File: src/nlr_pkg.sv
// ----------------------------------------------------------------------------
// nlr_pkg: shared definitions for the numeric literal recognizer
// Character constants, result codes, the classified character word that
// travels from the front to the back, and the length saturation helpers.
// ----------------------------------------------------------------------------
`default_nettype none

package nlr_pkg;

	// Length limit and the width of the internal character counter.
	localparam int MAX_LEN = 255;
	localparam int CNT_W   = $clog2(MAX_LEN + 1);
	localparam int LEN_W   = (CNT_W > 8) ? CNT_W : 8;

	// Queue between the front and the back.
	localparam int QDEPTH = 4;
	localparam int QPTR_W = $clog2(QDEPTH);
	localparam int QCNT_W = $clog2(QDEPTH + 1);

	typedef logic [CNT_W-1:0] cnt_t;

	// Characters that the recognizer tests for.
	localparam logic [7:0] CH_0     = 8'h30;
	localparam logic [7:0] CH_1     = 8'h31;
	localparam logic [7:0] CH_7     = 8'h37;
	localparam logic [7:0] CH_9     = 8'h39;
	localparam logic [7:0] CH_LC_A  = 8'h61;
	localparam logic [7:0] CH_LC_F  = 8'h66;
	localparam logic [7:0] CH_UC_A  = 8'h41;
	localparam logic [7:0] CH_UC_F  = 8'h46;
	localparam logic [7:0] CH_LC_X  = 8'h78;
	localparam logic [7:0] CH_UC_X  = 8'h58;
	localparam logic [7:0] CH_LC_O  = 8'h6f;
	localparam logic [7:0] CH_UC_O  = 8'h4f;
	localparam logic [7:0] CH_LC_B  = 8'h62;
	localparam logic [7:0] CH_UC_B  = 8'h42;
	localparam logic [7:0] CH_LC_E  = 8'h65;
	localparam logic [7:0] CH_UC_E  = 8'h45;
	localparam logic [7:0] CH_LC_P  = 8'h70;
	localparam logic [7:0] CH_UC_P  = 8'h50;
	localparam logic [7:0] CH_US    = 8'h5f;
	localparam logic [7:0] CH_DOT   = 8'h2e;
	localparam logic [7:0] CH_PLUS  = 8'h2b;
	localparam logic [7:0] CH_MINUS = 8'h2d;

	// Result kinds.
	localparam logic [2:0] KIND_DEC   = 3'd0;
	localparam logic [2:0] KIND_FLOAT = 3'd4;

	// Error codes.
	localparam logic [2:0] ERR_NONE   = 3'd0;
	localparam logic [2:0] ERR_DIGIT  = 3'd1;
	localparam logic [2:0] ERR_USCORE = 3'd2;
	localparam logic [2:0] ERR_LZERO  = 3'd3;
	localparam logic [2:0] ERR_BOFLT  = 3'd4;

	// Pushback counts.
	localparam logic [1:0] PB_NONE = 2'd0;
	localparam logic [1:0] PB_TERM = 2'd1;
	localparam logic [1:0] PB_DOT  = 2'd2;

	typedef enum logic [1:0] {
		BASE_DEC = 2'd0,
		BASE_HEX = 2'd1,
		BASE_OCT = 2'd2,
		BASE_BIN = 2'd3
	} base_t;

	typedef enum logic [3:0] {
		PH_IDLE      = 4'd0,
		PH_ZERO      = 4'd1,
		PH_PREFIX    = 4'd2,
		PH_INT       = 4'd3,
		PH_DOT       = 4'd4,
		PH_FRAC      = 4'd5,
		PH_EXP_START = 4'd6,
		PH_EXP_SIGN  = 4'd7,
		PH_EXP       = 4'd8
	} phase_t;

	// One classified character, as the front hands it to the back.
	typedef struct packed {
		logic start;
		logic is_dec;
		logic is_oct;
		logic is_bin;
		logic is_hex;
		logic is_zero;
		logic is_us;
		logic is_dot;
		logic is_e;
		logic is_p;
		logic is_x;
		logic is_o;
		logic is_b;
		logic is_sign;
	} item_t;

	// Saturating add of a small increment to the character counter.
	function automatic cnt_t sat_add(cnt_t a, logic [1:0] b);
		logic [CNT_W:0] s;
		s = {1'b0, a} + (CNT_W + 1)'(b);
		if (s > (CNT_W + 1)'(MAX_LEN)) begin
			return CNT_W'(MAX_LEN);
		end
		return s[CNT_W-1:0];
	endfunction

	// Reported length is limited to what fits in eight bits.
	function automatic logic [7:0] clip_len(cnt_t a);
		logic [LEN_W-1:0] w;
		w = LEN_W'(a);
		if (w > LEN_W'(255)) begin
			return 8'hff;
		end
		return w[7:0];
	endfunction

endpackage

`default_nettype wire

File: src/nlr_front.sv
// ----------------------------------------------------------------------------
// nlr_front: character intake and classification
// Accepts one source byte per cycle unless its short queue is full, decodes it
// into character class flags and queues the classified words for the back end.
// ----------------------------------------------------------------------------
`default_nettype none

module nlr_front (
	input  logic            clk,
	input  logic            arst_n,
	input  logic            s_tvalid,
	output logic            s_tready,
	input  logic [7:0]      s_tdata,   // [7:0] ch
	input  logic [0:0]      s_tuser,   // [0] start_req
	output logic            q_valid,
	output nlr_pkg::item_t  q_item,
	input  logic            q_pop
);
	import nlr_pkg::*;

	item_t             cls;
	item_t             mem_q [QDEPTH];
	logic [QPTR_W-1:0] wr_ptr_q;
	logic [QPTR_W-1:0] rd_ptr_q;
	logic [QCNT_W-1:0] count_q;
	logic              push;
	logic              pop;
	logic [7:0]        c;

	// Decode the incoming byte into the classes the back end tests.
	always_comb begin
		c           = s_tdata;
		cls.start   = s_tuser[0];
		cls.is_dec  = (c >= CH_0) && (c <= CH_9);
		cls.is_oct  = (c >= CH_0) && (c <= CH_7);
		cls.is_bin  = (c == CH_0) || (c == CH_1);
		cls.is_hex  = cls.is_dec || ((c >= CH_LC_A) && (c <= CH_LC_F))
			|| ((c >= CH_UC_A) && (c <= CH_UC_F));
		cls.is_zero = (c == CH_0);
		cls.is_us   = (c == CH_US);
		cls.is_dot  = (c == CH_DOT);
		cls.is_e    = (c == CH_LC_E) || (c == CH_UC_E);
		cls.is_p    = (c == CH_LC_P) || (c == CH_UC_P);
		cls.is_x    = (c == CH_LC_X) || (c == CH_UC_X);
		cls.is_o    = (c == CH_LC_O) || (c == CH_UC_O);
		cls.is_b    = (c == CH_LC_B) || (c == CH_UC_B);
		cls.is_sign = (c == CH_PLUS) || (c == CH_MINUS);
	end

	assign s_tready = (count_q != QCNT_W'(QDEPTH));
	assign push     = s_tvalid && s_tready;
	assign q_valid  = (count_q != '0);
	assign pop      = q_pop && q_valid;
	assign q_item   = mem_q[rd_ptr_q];

	// Queue storage; entries carry no reset.
	always_ff @(posedge clk) begin
		if (push) begin
			mem_q[wr_ptr_q] <= cls;
		end
	end

	// Queue pointers and fill count.
	always_ff @(posedge clk or negedge arst_n) begin
		if (!arst_n) begin
			wr_ptr_q <= '0;
			rd_ptr_q <= '0;
			count_q  <= '0;
		end else begin
			if (push) begin
				wr_ptr_q <= (wr_ptr_q == QPTR_W'(QDEPTH - 1)) ? '0 : wr_ptr_q + 1'b1;
			end
			if (pop) begin
				rd_ptr_q <= (rd_ptr_q == QPTR_W'(QDEPTH - 1)) ? '0 : rd_ptr_q + 1'b1;
			end
			if (push && !pop) begin
				count_q <= count_q + 1'b1;
			end else if (pop && !push) begin
				count_q <= count_q - 1'b1;
			end
		end
	end

	a_count_bound: assert property (@(posedge clk) disable iff (!arst_n)
		count_q <= QCNT_W'(QDEPTH))
		else $error("queue fill count exceeds its depth");

	a_push_grows: assert property (@(posedge clk) disable iff (!arst_n)
		push && !pop |=> count_q == $past(count_q) + 1'b1)
		else $error("queue count did not grow on a lone push");

	a_pop_ptr: assert property (@(posedge clk) disable iff (!arst_n)
		!pop |=> rd_ptr_q == $past(rd_ptr_q))
		else $error("queue read pointer moved without a pop");

endmodule

`default_nettype wire

File: src/nlr_back.sv
// ----------------------------------------------------------------------------
// nlr_back: literal state machine and result register
// Takes one classified character per cycle from the queue unless the output
// stalls, steps its state, loads a result word when the literal ends or fails.
// ----------------------------------------------------------------------------
`default_nettype none

module nlr_back (
	input  logic            clk,
	input  logic            arst_n,
	input  logic            q_valid,
	input  nlr_pkg::item_t  q_item,
	output logic            q_pop,
	output logic            m_tvalid,
	input  logic            m_tready,
	output logic [15:0]     m_tdata    // [2:0] kind, [5:3] error, [13:6] length,
	                                   // [15:14] pushback
);
	import nlr_pkg::*;

	phase_t     phase_q, nxt_phase;
	base_t      base_q, nxt_base;
	logic       us_q, nxt_us;
	cnt_t       cnt_q, nxt_cnt;
	cnt_t       cnt1, cnt2;
	item_t      it;
	logic       emark;
	logic       dig_ok;
	logic       do_end_int;
	logic       do_fail;
	logic [2:0] fail_err;
	logic       emit;
	logic [2:0] e_kind;
	logic [2:0] e_err;
	cnt_t       e_len;
	logic [1:0] e_pb;

	logic       res_valid_q;
	logic [2:0] res_kind_q;
	logic [2:0] res_err_q;
	logic [7:0] res_len_q;
	logic [1:0] res_pb_q;

	localparam cnt_t CNT_ONE = CNT_W'(1);

	function automatic logic digit_ok(base_t b, item_t x);
		case (b)
			BASE_HEX: return x.is_hex;
			BASE_OCT: return x.is_oct;
			BASE_BIN: return x.is_bin;
			default:  return x.is_dec;
		endcase
	endfunction

	// Take a character whenever the result register is free or draining.
	assign q_pop = q_valid && (!res_valid_q || m_tready);
	assign it    = q_item;

	// Next literal state and result for the character at the queue head.
	always_comb begin
		nxt_phase  = phase_q;
		nxt_base   = base_q;
		nxt_us     = us_q;
		nxt_cnt    = cnt_q;
		emit       = 1'b0;
		e_kind     = KIND_DEC;
		e_err      = ERR_NONE;
		e_len      = cnt_q;
		e_pb       = PB_NONE;
		do_end_int = 1'b0;
		do_fail    = 1'b0;
		fail_err   = ERR_NONE;
		cnt1       = sat_add(cnt_q, 2'd1);
		cnt2       = sat_add(cnt_q, 2'd2);
		emark      = ((base_q == BASE_DEC) && it.is_e) || ((base_q == BASE_HEX) && it.is_p);
		dig_ok     = digit_ok((phase_q == PH_EXP) ? BASE_DEC : base_q, it);

		if (it.start) begin
			nxt_base = BASE_DEC;
			nxt_us   = 1'b0;
			nxt_cnt  = CNT_ONE;
			if (it.is_zero) begin
				nxt_phase = PH_ZERO;
			end else if (it.is_dec) begin
				nxt_phase = PH_INT;
			end else begin
				emit   = 1'b1;
				e_kind = KIND_DEC;
				e_err  = ERR_DIGIT;
				e_len  = CNT_ONE;
			end
		end else begin
			case (phase_q)
				PH_ZERO: begin
					if (it.is_x || it.is_o || it.is_b) begin
						nxt_base  = it.is_x ? BASE_HEX : (it.is_o ? BASE_OCT : BASE_BIN);
						nxt_cnt   = cnt1;
						nxt_phase = PH_PREFIX;
					end else if (it.is_dec) begin
						do_fail  = 1'b1;
						fail_err = ERR_LZERO;
					end else if (it.is_us) begin
						nxt_us    = 1'b1;
						nxt_cnt   = cnt1;
						nxt_phase = PH_INT;
					end else begin
						do_end_int = 1'b1;
					end
				end
				PH_PREFIX: begin
					if (!digit_ok(base_q, it)) begin
						do_fail  = 1'b1;
						fail_err = ERR_DIGIT;
					end else begin
						nxt_cnt   = cnt1;
						nxt_phase = PH_INT;
					end
				end
				PH_INT, PH_FRAC, PH_EXP: begin
					if (it.is_us || dig_ok) begin
						nxt_us  = it.is_us;
						nxt_cnt = cnt1;
					end else if (phase_q == PH_INT) begin
						do_end_int = 1'b1;
					end else if (us_q) begin
						do_fail  = 1'b1;
						fail_err = ERR_USCORE;
					end else if ((phase_q == PH_FRAC) && emark) begin
						nxt_cnt   = cnt1;
						nxt_phase = PH_EXP_START;
					end else if ((base_q == BASE_OCT) || (base_q == BASE_BIN)) begin
						do_fail  = 1'b1;
						fail_err = ERR_BOFLT;
					end else begin
						emit   = 1'b1;
						e_kind = KIND_FLOAT;
						e_len  = cnt_q;
						e_pb   = PB_TERM;
					end
				end
				PH_DOT: begin
					if (digit_ok(base_q, it)) begin
						nxt_cnt   = cnt2;
						nxt_us    = 1'b0;
						nxt_phase = PH_FRAC;
					end else begin
						emit   = 1'b1;
						e_kind = {1'b0, base_q};
						e_len  = cnt_q;
						e_pb   = PB_DOT;
					end
				end
				PH_EXP_START, PH_EXP_SIGN: begin
					if ((phase_q == PH_EXP_START) && it.is_sign) begin
						nxt_cnt   = cnt1;
						nxt_phase = PH_EXP_SIGN;
					end else if (!it.is_dec) begin
						do_fail  = 1'b1;
						fail_err = ERR_DIGIT;
					end else begin
						nxt_cnt   = cnt1;
						nxt_us    = 1'b0;
						nxt_phase = PH_EXP;
					end
				end
				default: begin
					nxt_phase = PH_IDLE;
				end
			endcase
		end

		// End of the integer digit run.
		if (do_end_int) begin
			if (us_q) begin
				do_fail  = 1'b1;
				fail_err = ERR_USCORE;
			end else if (it.is_dot) begin
				nxt_phase = PH_DOT;
			end else if (emark) begin
				nxt_cnt   = cnt1;
				nxt_phase = PH_EXP_START;
			end else begin
				emit   = 1'b1;
				e_kind = {1'b0, base_q};
				e_len  = cnt_q;
				e_pb   = PB_TERM;
			end
		end

		// Errors count the faulting character and push nothing back.
		if (do_fail) begin
			emit   = 1'b1;
			e_kind = {1'b0, base_q};
			e_err  = fail_err;
			e_len  = cnt1;
			e_pb   = PB_NONE;
		end

		if (emit) begin
			nxt_phase = PH_IDLE;
		end
	end

	// Literal state registers.
	always_ff @(posedge clk or negedge arst_n) begin
		if (!arst_n) begin
			phase_q <= PH_IDLE;
			base_q  <= BASE_DEC;
			us_q    <= 1'b0;
			cnt_q   <= '0;
		end else if (q_pop) begin
			phase_q <= nxt_phase;
			base_q  <= nxt_base;
			us_q    <= nxt_us;
			cnt_q   <= nxt_cnt;
		end
	end

	// Result register valid flag.
	always_ff @(posedge clk or negedge arst_n) begin
		if (!arst_n) begin
			res_valid_q <= 1'b0;
		end else if (q_pop && emit) begin
			res_valid_q <= 1'b1;
		end else if (m_tready) begin
			res_valid_q <= 1'b0;
		end
	end

	// Result register payload.
	always_ff @(posedge clk) begin
		if (q_pop && emit) begin
			res_kind_q <= e_kind;
			res_err_q  <= e_err;
			res_len_q  <= clip_len(e_len);
			res_pb_q   <= e_pb;
		end
	end

	assign m_tvalid = res_valid_q;
	assign m_tdata  = {res_pb_q, res_len_q, res_err_q, res_kind_q};

	a_err_no_pb: assert property (@(posedge clk) disable iff (!arst_n)
		res_valid_q && (res_err_q != ERR_NONE) |-> res_pb_q == PB_NONE)
		else $error("error result carries pushback");

	a_float_ok: assert property (@(posedge clk) disable iff (!arst_n)
		res_valid_q && (res_kind_q == KIND_FLOAT) |->
			(res_err_q == ERR_NONE) && (res_pb_q == PB_TERM))
		else $error("float result with error or wrong pushback");

	a_len_nonzero: assert property (@(posedge clk) disable iff (!arst_n)
		res_valid_q |-> res_len_q != 8'd0)
		else $error("result with zero length");

endmodule

`default_nettype wire

File: src/number_literal_recognizer.sv
// ----------------------------------------------------------------------------
// number_literal_recognizer: numeric literal lexer, top level
// Follows numeric literals in a byte stream and reports kind, error,
// length and pushback for each literal that ends or fails.
//
//   channel  | dir | data                                        | side info
//   ---------+-----+---------------------------------------------+--------------
//   s_       | in  | tdata[7:0] ch                               | tuser[0] start_req
//   m_       | out | tdata: [2:0] kind [5:3] error [13:6] length | none
//            |     |        [15:14] pushback                     |
//
// One character word is taken per cycle while the queue has room; the back
// end state machine takes one per cycle unless the output stalls, which sets that rate.
// A result is loaded into the output register when the back end takes the
// character that ends the literal from the queue.
// A four-word queue between the front and the back absorbs output stalls;
// input ready drops only when that queue is full.
// Reset clears the queue, the literal state and the output valid; no
// clearing pass is needed.
// ----------------------------------------------------------------------------
`default_nettype none

module number_literal_recognizer (
	input  logic        clk,
	input  logic        arst_n,
	input  logic        s_tvalid,
	output logic        s_tready,
	input  logic [7:0]  s_tdata,   // [7:0] ch
	input  logic [0:0]  s_tuser,   // [0] start_req
	output logic        m_tvalid,
	input  logic        m_tready,
	output logic [15:0] m_tdata    // [2:0] kind, [5:3] error, [13:6] length,
	                               // [15:14] pushback
);
	import nlr_pkg::*;

	logic  q_valid;
	logic  q_pop;
	item_t q_item;

	// Intake, classification and queue.
	nlr_front u_front (
		.clk      (clk),
		.arst_n   (arst_n),
		.s_tvalid (s_tvalid),
		.s_tready (s_tready),
		.s_tdata  (s_tdata),
		.s_tuser  (s_tuser),
		.q_valid  (q_valid),
		.q_item   (q_item),
		.q_pop    (q_pop)
	);

	// Literal state machine and result register.
	nlr_back u_back (
		.clk      (clk),
		.arst_n   (arst_n),
		.q_valid  (q_valid),
		.q_item   (q_item),
		.q_pop    (q_pop),
		.m_tvalid (m_tvalid),
		.m_tready (m_tready),
		.m_tdata  (m_tdata)
	);

endmodule

`default_nettype wire

File: config.mk
export PLATFORM = sky130hd
export DESIGN_NAME = number_literal_recognizer
export DESIGN_NICKNAME = d
export VERILOG_FILES = /design/src/nlr_pkg.sv /design/src/nlr_front.sv /design/src/nlr_back.sv /design/src/number_literal_recognizer.sv
export SDC_FILE = /design/constraint.sdc
export NUM_CORES = 1
export LEC_CHECK = 0
export ABC_AREA = 1
export CAP_MARGIN = 10
export CORE_MARGIN = 5
export CORE_UTILIZATION = 45
export CTS_CLUSTER_DIAMETER = 200
export DETAILED_ROUTE_END_ITERATION = 7
export DONT_BUFFER_PORTS = 1
export PLACE_DENSITY = 0.64
export SLEW_MARGIN = 20
export SYNTH_ARGS = -nofsm -noshare
export SYNTH_HDL_FRONTEND = slang
export SYNTH_HIERARCHICAL = 1
export SYNTH_SLANG_ARGS = --single-unit
File: constraint.sdc
create_clock -name clk -period 7 [get_ports clk]
set_input_delay 0.35 -clock clk [delete_from_list [all_inputs] [get_ports clk]]
set_output_delay 0.35 -clock clk [all_outputs]
set_load 0.005 [all_outputs]
==> results.yml, run 1 <==
setup_path:
  cp-start-kind: "register"
  cp_cell_sequence: "inv_2 > o21ai_0 > o22ai_1 > nand2_1 > nand3_1 > inv_1 > nand2_1 > nor2_1 > nor2_1 > nand3_1 > nor2_4 > nor2_2"
  cp_data_required_time_ns: 6.98
  cp_slowest_cell: "dfrtp_1"
  path_class: "reg -> reg"
  path_max_fanout: 32
  cp-end-kind: "register"
  crit_buf_inv: 2
  cpLargestDelayFamily: "simple AND/OR/NAND/NOR gates"
  crit_arrival_ns: 4.19
  slowest_delay_ns: 1.00
power:
  p_leak_uw: 0.00252
  total_power_uw: 2900
  p_per_area_nw_per_um2: 490
  ir_drop_mv: 0.180
yosys:
  synth_nets: 683
  syn_inst: 658
  synthFlopType: "edfxtp_1"
  synthArstFlopShare_pct: 24.2
  yosysSeqAreaShare_pct: 49.9
  synthAdderAreaFrac_pct: 2.87
  synth_seq_cells: 95
  syn_area_per_cell_sq_um: 8.34
  synth_compound_area_share_pct: 12.5
  synth_cell_type_count: 44
  synth_top_family_by_area: "simple AND/OR/NAND/NOR gates"
  muxShareOfSynthArea_pct: 0
  yosysWarnings: 6
  synth_edf_count: 72
  syn-cell-area_sq_um: 5490
  synth_xor_area_share_pct: 0.638
  synthSimpleGateAreaFrac_pct: 26.3
floorplan:
  pin_count: 31
  die_width_microns: 120
  dieHeight_microns: 120
  dieArea_sq_um: 14500
  num_rows: 40
  core_area_sq_um: 12000
  start_util_pct: 45.9
global_routing:
  first_global_vias: 4322
  grt_max_degree: 33
  grt_first_pass_wirelength_microns: 21800
  overflow: 0
  antenna_found_initial: 0
  grt_use_total_pct: 19.2
routing:
  wl_per_cell_microns: 16.4
  antenna_left: 0
  drc: 0
  vias_per_cell: 5.54
  drtIter0Drc: 460
  route.vias.total: 4480
  routed_wl_microns: 13200
  drt_first_pass_iters: 5
cts:
  cts_tree: "done"
  root_buffer: "clkbuf_16"
  h-tree-depth: 3
  ctsResizeCount: 0
  cts_buffer_depth: 2
  cts.sinks: 95
  hold_buffers: 2
  numCtsBuffers: 9
  path_clk_slew_ns: 0.07
  post-cts-setup-buffers: 0
  clk_latency_ns: 0.35
sta:
  finalHoldViolCount: 0
  whs_ns: 0.0920
  fin_tns_setup_ns: 0
  setup_violations: 0
  worstMarginPinSlew_ns: 1.00
  fin_ws_ns: 2.79
  finalMaxSlewViolations: 0
  slew_headroom_pct: 33.3
  post-route-period-util_pct: 60.1
  max_freq_ghz: 0.238
  fin_skew_ns: 0.00628
  rsz0062_at_grt: "false"
  min_period_ns: 4.21
run_status:
  status: "finished clean"
run:
  drv_cap: 0
min_path:
  hold_path.class: "in -> reg"
placement:
  io_buffers: 0
  place_inst: 790
  gp_congestion: 1.01
  pre_cts_ws_ns: 2.42
  post-dp-hpwl_microns: 9680
layout:
  diodes: 0
  nets: 681
  syn2layout_area_growth_pct: 7.84
  fillers: 1149
  drive_above_1_share_pct: 8.32
  fin_cells: 808
[layout make-up]
cell class	count	area, sq um	share of cell area (%)
multi-input cells	464	2330	39.3
well taps	147	184	3.11
repair buffers	7	67.6	1.14
clock buffers	9	225	3.80
flip-flops and latches	95	2740	46.2
clock inverters	7	80.1	1.35
inverters	79	297	5.01
[sequential cells by signal, summed over array words and instances (netlist names)]
signal and flops:
u_back/base_q 2, u_front/rd_ptr_q 2, u_front/count_q 3, u_front/wr_ptr_q 2, u_back/cnt_q 8, u_front/mem_q 56, u_back/us_q 1, u_back/phase_q 4
u_back/res_pb_q 2, u_back/m_tvalid 1, u_back/res_len_q 8, u_back/res_kind_q 3, u_back/res_err_q 3
[metrics by stage]
stage,util [%],area [sq um]
6_report,49.5,5920
5_1_grt,49.5,5920
4_1_cts,49.4,5910
3_5_place_dp,46.6,5580
3_3_place_gp,46.6,5580
2_1_floorplan,-,5490
[final timing paths]
kind	slack (ns)	startpoint	depth (start not counted)	end
setup / recovery	2.79	u_front/rd_ptr_q[0]	12	u_back/res_len_q[4]
hold / removal	0.09	s_tuser	0	u_front/mem_q[0][13]
setup reg to reg	2.79	u_front/rd_ptr_q[0]	12	u_back/res_len_q[4]
hold reg to reg	0.56	u_front/count_q[0]	1	u_front/count_q[0]
max in group asynchronous	6.39	arst_n	2	u_back/phase_q[3]
min in group asynchronous	0.45	arst_n	2	u_back/cnt_q[4]
[worst register-to-register path, delay by kind of cell (launching register included)]
family	cells	cell delay (ns)
and+or+nand+nor	8	1.54
buffers and inverters	2	0.68
AOI/OAI and AO/OA	2	0.61
DFF	1	1.00
[cells by family after synthesis]
group | count (synthesis)
AND/OR/NAND/NOR | 331
XOR/XNOR | 4
adder cells (fa/ha/maj) | 12
buffers and inverters | 99
flip-flops | 95
AO/OA/AOI/OAI | 117
[metal layers]
metal,up-vias,GRT usage [%],wire length (microns)
met3,28,4.16,734
met1,2098,25.0,5940
li1,2209,-,-
met5,-,0,0
met2,145,30.6,6200
met4,0,8.78,340
[cells in the mapped netlist (2+ instances only)]
master / n / area [sq um]
edfxtp_1: 72 / 2160
o21ai_1: 16 / 80.1
a32oi_1: 2 / 17.5
buf_2: 5 / 25.0
inv_2: 8 / 30.0
a21oi_1: 29 / 145
o22ai_1: 14 / 87.6
a31oi_1: 3 / 18.8
inv_1: 70 / 263
nor2_4: 4 / 45.0
nor3_1: 6 / 30.0
nand3b_1: 3 / 22.5
ha_1: 11 / 138
clkbuf_1: 6 / 22.5
nor2_1: 90 / 338
dfrtp_1: 23 / 576
nand4_1: 4 / 25.0
nor4_1: 4 / 25.0
buf_4: 3 / 22.5
o31ai_1: 7 / 52.6
xor2_1: 2 / 17.5
xnor2_1: 2 / 17.5
o22ai_2: 3 / 37.5
buf_6: 5 / 56.3
nand3_1: 57 / 285
nand2_2: 6 / 37.5
nand2_1: 149 / 559
o21ai_2: 3 / 26.3
o21ai_0: 36 / 180
[cells in the final DEF, fill, tap and decap left out, drive strengths merged]
cell type	synthesis	final
and3	1	1
dlygate4sd3	0	1
nand4	5	5
a21oi	30	30
fa	1	1
edfxtp	72	72
o21ai	55	55
bufinv	0	1
nor3b	1	1
nor4	4	4
a211oi	1	1
ha	11	11
inv	78	81
a31oi	3	3
nand3b	3	3
nor3	8	8
a41oi	1	1
nor2	95	95
o22ai	17	17
clkinv	1	4
dfrtp	23	23
a22oi	1	1
a32oi	2	2
xnor2	2	2
xor2	2	2
buf	13	6
o31ai	7	7
clkbuf	7	9
nand2	155	155
nand3	58	58
or2	1	1
[report_power, final]
part | leakage [uW] | switching, uW | internal (uW)
sequential | 0.00100 | 175 | 816
clock | 0.000150 | 219 | 282
combinational | 0.00137 | 976 | 433
No activity file was read; power rests on OpenSTA's default activity.
==> run 2, diff against run 1 <==
==> constraint.sdc (replaced) <==
create_clock -name clk -period 4.4 [get_ports clk]
set_input_delay 0.22 -clock clk [delete_from_list [all_inputs] [get_ports clk]]
set_output_delay 0.22 -clock clk [all_outputs]
set_load 0.005 [all_outputs]
==> run 2 against run 1 <==
  * Routed wire length rose by 0.33%
  * Total power rose by 60%
  * Non-clock buffer count grew 4
  * Global-route usage down 0.21 points
  * Clock power grew 63%
  * Clock skew up 0.0029 ns
  * Critical path type unchanged
==> results.yml, run 2 (synthesis results as in run 1) <==
setup_path:
  reg2regPathDepth: 13
  cp_data_required_time_ns: 4.50
  cp_cell_sequence: "inv_2 > o21ai_0 > o22ai_1 > inv_1 > nand4_1 > nand2_1 > o21ai_1 > o21ai_1 > inv_1 > nand3_1 > nor2_4 > nor2_1 > buf_4"
  cp-end-kind: "register"
  rr_startpoint: "u_front/rd_ptr_q[1]"
  path_max_fanout: 17
  slowest_delay_ns: 0.64
  path_class: "reg -> reg"
  cp-startpoint: "u_front/rd_ptr_q[1]"
  crit_arrival_ns: 3.42
  cp_slowest_cell: "o22ai_1"
  cp-start-kind: "register"
sta:
  max_freq_ghz: 0.302
  setup_violations: 0
  fin_skew_ns: 0.00913
  worstMarginPinSlew_ns: 0.820
  fin_ws_ns: 1.09
  post-route-period-util_pct: 75.3
  finalMaxSlewViolations: 0
  slew_headroom_pct: 45.3
  fin_tns_setup_ns: 0
  finalHoldViolCount: 0
  rsz0062_at_grt: "false"
  min_period_ns: 3.31
cts:
  post-cts-setup-buffers: 0
  clk_latency_ns: 0.35
  cts_tree: "done"
  ctsResizeCount: 0
  root_buffer: "clkbuf_16"
  h-tree-depth: 3
  path_clk_slew_ns: 0.07
  cts_buffer_depth: 2
  cts.sinks: 95
  numCtsBuffers: 9
placement:
  place_inst: 793
  post-dp-hpwl_microns: 9700
  io_buffers: 0
  place_area_sq_um: 5600
  pre_cts_ws_ns: 1.13
  gp_congestion: 1.05
floorplan:
  num_rows: 40
  die_width_microns: 120
  start_util_pct: 45.9
  pin_count: 31
  core_area_sq_um: 12000
  dieArea_sq_um: 14500
  dieHeight_microns: 120
routing:
  wl_per_cell_microns: 16.3
  route.vias.total: 4514
  drt_first_pass_iters: 5
  routed_wl_microns: 13300
  drt-met1-wl_microns: 5900
  drtIter0Drc: 391
  route.met2.wl_microns: 6340
  vias_per_cell: 5.56
  highest_layer: "met4"
  drc: 0
  route.met3.wl_microns: 620
  antenna_left: 0
layout:
  fin_cells: 812
  fillers: 1122
  nets: 685
  final_common_cell: "nand2_1"
  syn2layout_area_growth_pct: 8.39
  register_area_sq_um: 2740
  multi_input_area_sq_um: 2320
  largestRegisters: "u_front/mem_q: 56 flops, u_back/cnt_q: 8 flops, u_back/res_len_q: 8 flops"
  final_core_util_pct: 49.7
  final_cell_mix: "nand2_1, nor2_1, edfxtp_1"
  finalInstanceArea_sq_um: 5950
  drive_above_1_share_pct: 8.57
  diodes: 0
  largest_register: "u_front/mem_q"
  largest_register_ffs: 56
run:
  drv_cap: 0
power:
  ir_drop_mv: 0.268
  p_leak_uw: 0.00254
  p_per_area_nw_per_um2: 780
global_routing:
  grt_first_pass_wirelength_microns: 21600
  grt_use_total_pct: 19.0
  overflow: 0
  antenna_found_initial: 0
  grt_max_degree: 32
  first_global_vias: 4391
min_path:
  hold_path_depth: 1
  hold_path.class: "in -> reg"
  hold_start: "s_tdata[3]"
run_status:
  status: "finished clean"
run 2: cell count changes in the layout (fill, tap and decap cells not counted), sizes merged:
cell and change:
clkinv -2, inv +2, buf +3, dlygate4sd3 +1
run 2: where the power goes:
part / internal, uW / switching, uW / total (uW)
Combinational: 709 / 1590 / 2300
Sequential: 1300 / 229 / 1530
Clock: 454 / 365 / 819
run 2: area by class of cell:
type                       count  share of cell area [%]
clock buffer                   9                    3.79
clock inverter                 7                    1.43
inverter                      79                    4.98
multi-input combinational    464                    39.0
sequential                    95                    46.0
tap                          147                    3.09
timing repair buffer          11                    1.68
run 2: timing repair:
item / 4_1_cts / 5_1_grt
hold buffers: 3 / 0
endpoints found under the hold margin: 27 / 0
setup endpoints to repair: 0 / 0
run 2: worst paths after layout:
check | end | slack, ns
setup / recovery | u_back/res_kind_q[0] | 1.09
hold / removal | u_front/mem_q[1][1] | 0.1
setup reg to reg | u_back/res_kind_q[0] | 1.09
hold reg to reg | u_front/wr_ptr_q[1] | 0.56
max in group asynchronous | u_front/rd_ptr_q[0] | 3.95
min in group asynchronous | u_back/cnt_q[3] | 0.30
run 2: critical path, delay by kind of cell, from the launching register on:
kind | cells | cell delay [ns]
buffers and inverters | 4 | 0.85
AND/OR/NAND/NOR | 5 | 0.57
AO/OA/AOI/OAI | 4 | 1.04
flip-flops | 1 | 0.60
run 2: per-stage QoR:
| stage | hold WS, ns | total power (uW) |
|---|---|---|
| 3_5_place_dp | -0.0751 | 3820 |
| 5_1_grt | 0.0979 | 5040 |
| 6_report | 0.0994 | 4640 |
| 4_1_cts | 0.0917 | 4660 |
| 2_1_floorplan | -0.0756 | 3260 |
| 3_3_place_gp | -0.0750 | 3780 |
run 2: per-layer routing:
metal,up-vias,track usage (%)
li1,2224,-
met1,2102,24.2
met3,34,3.27
met2,154,31.2
met4,0,9.35
met5,-,0
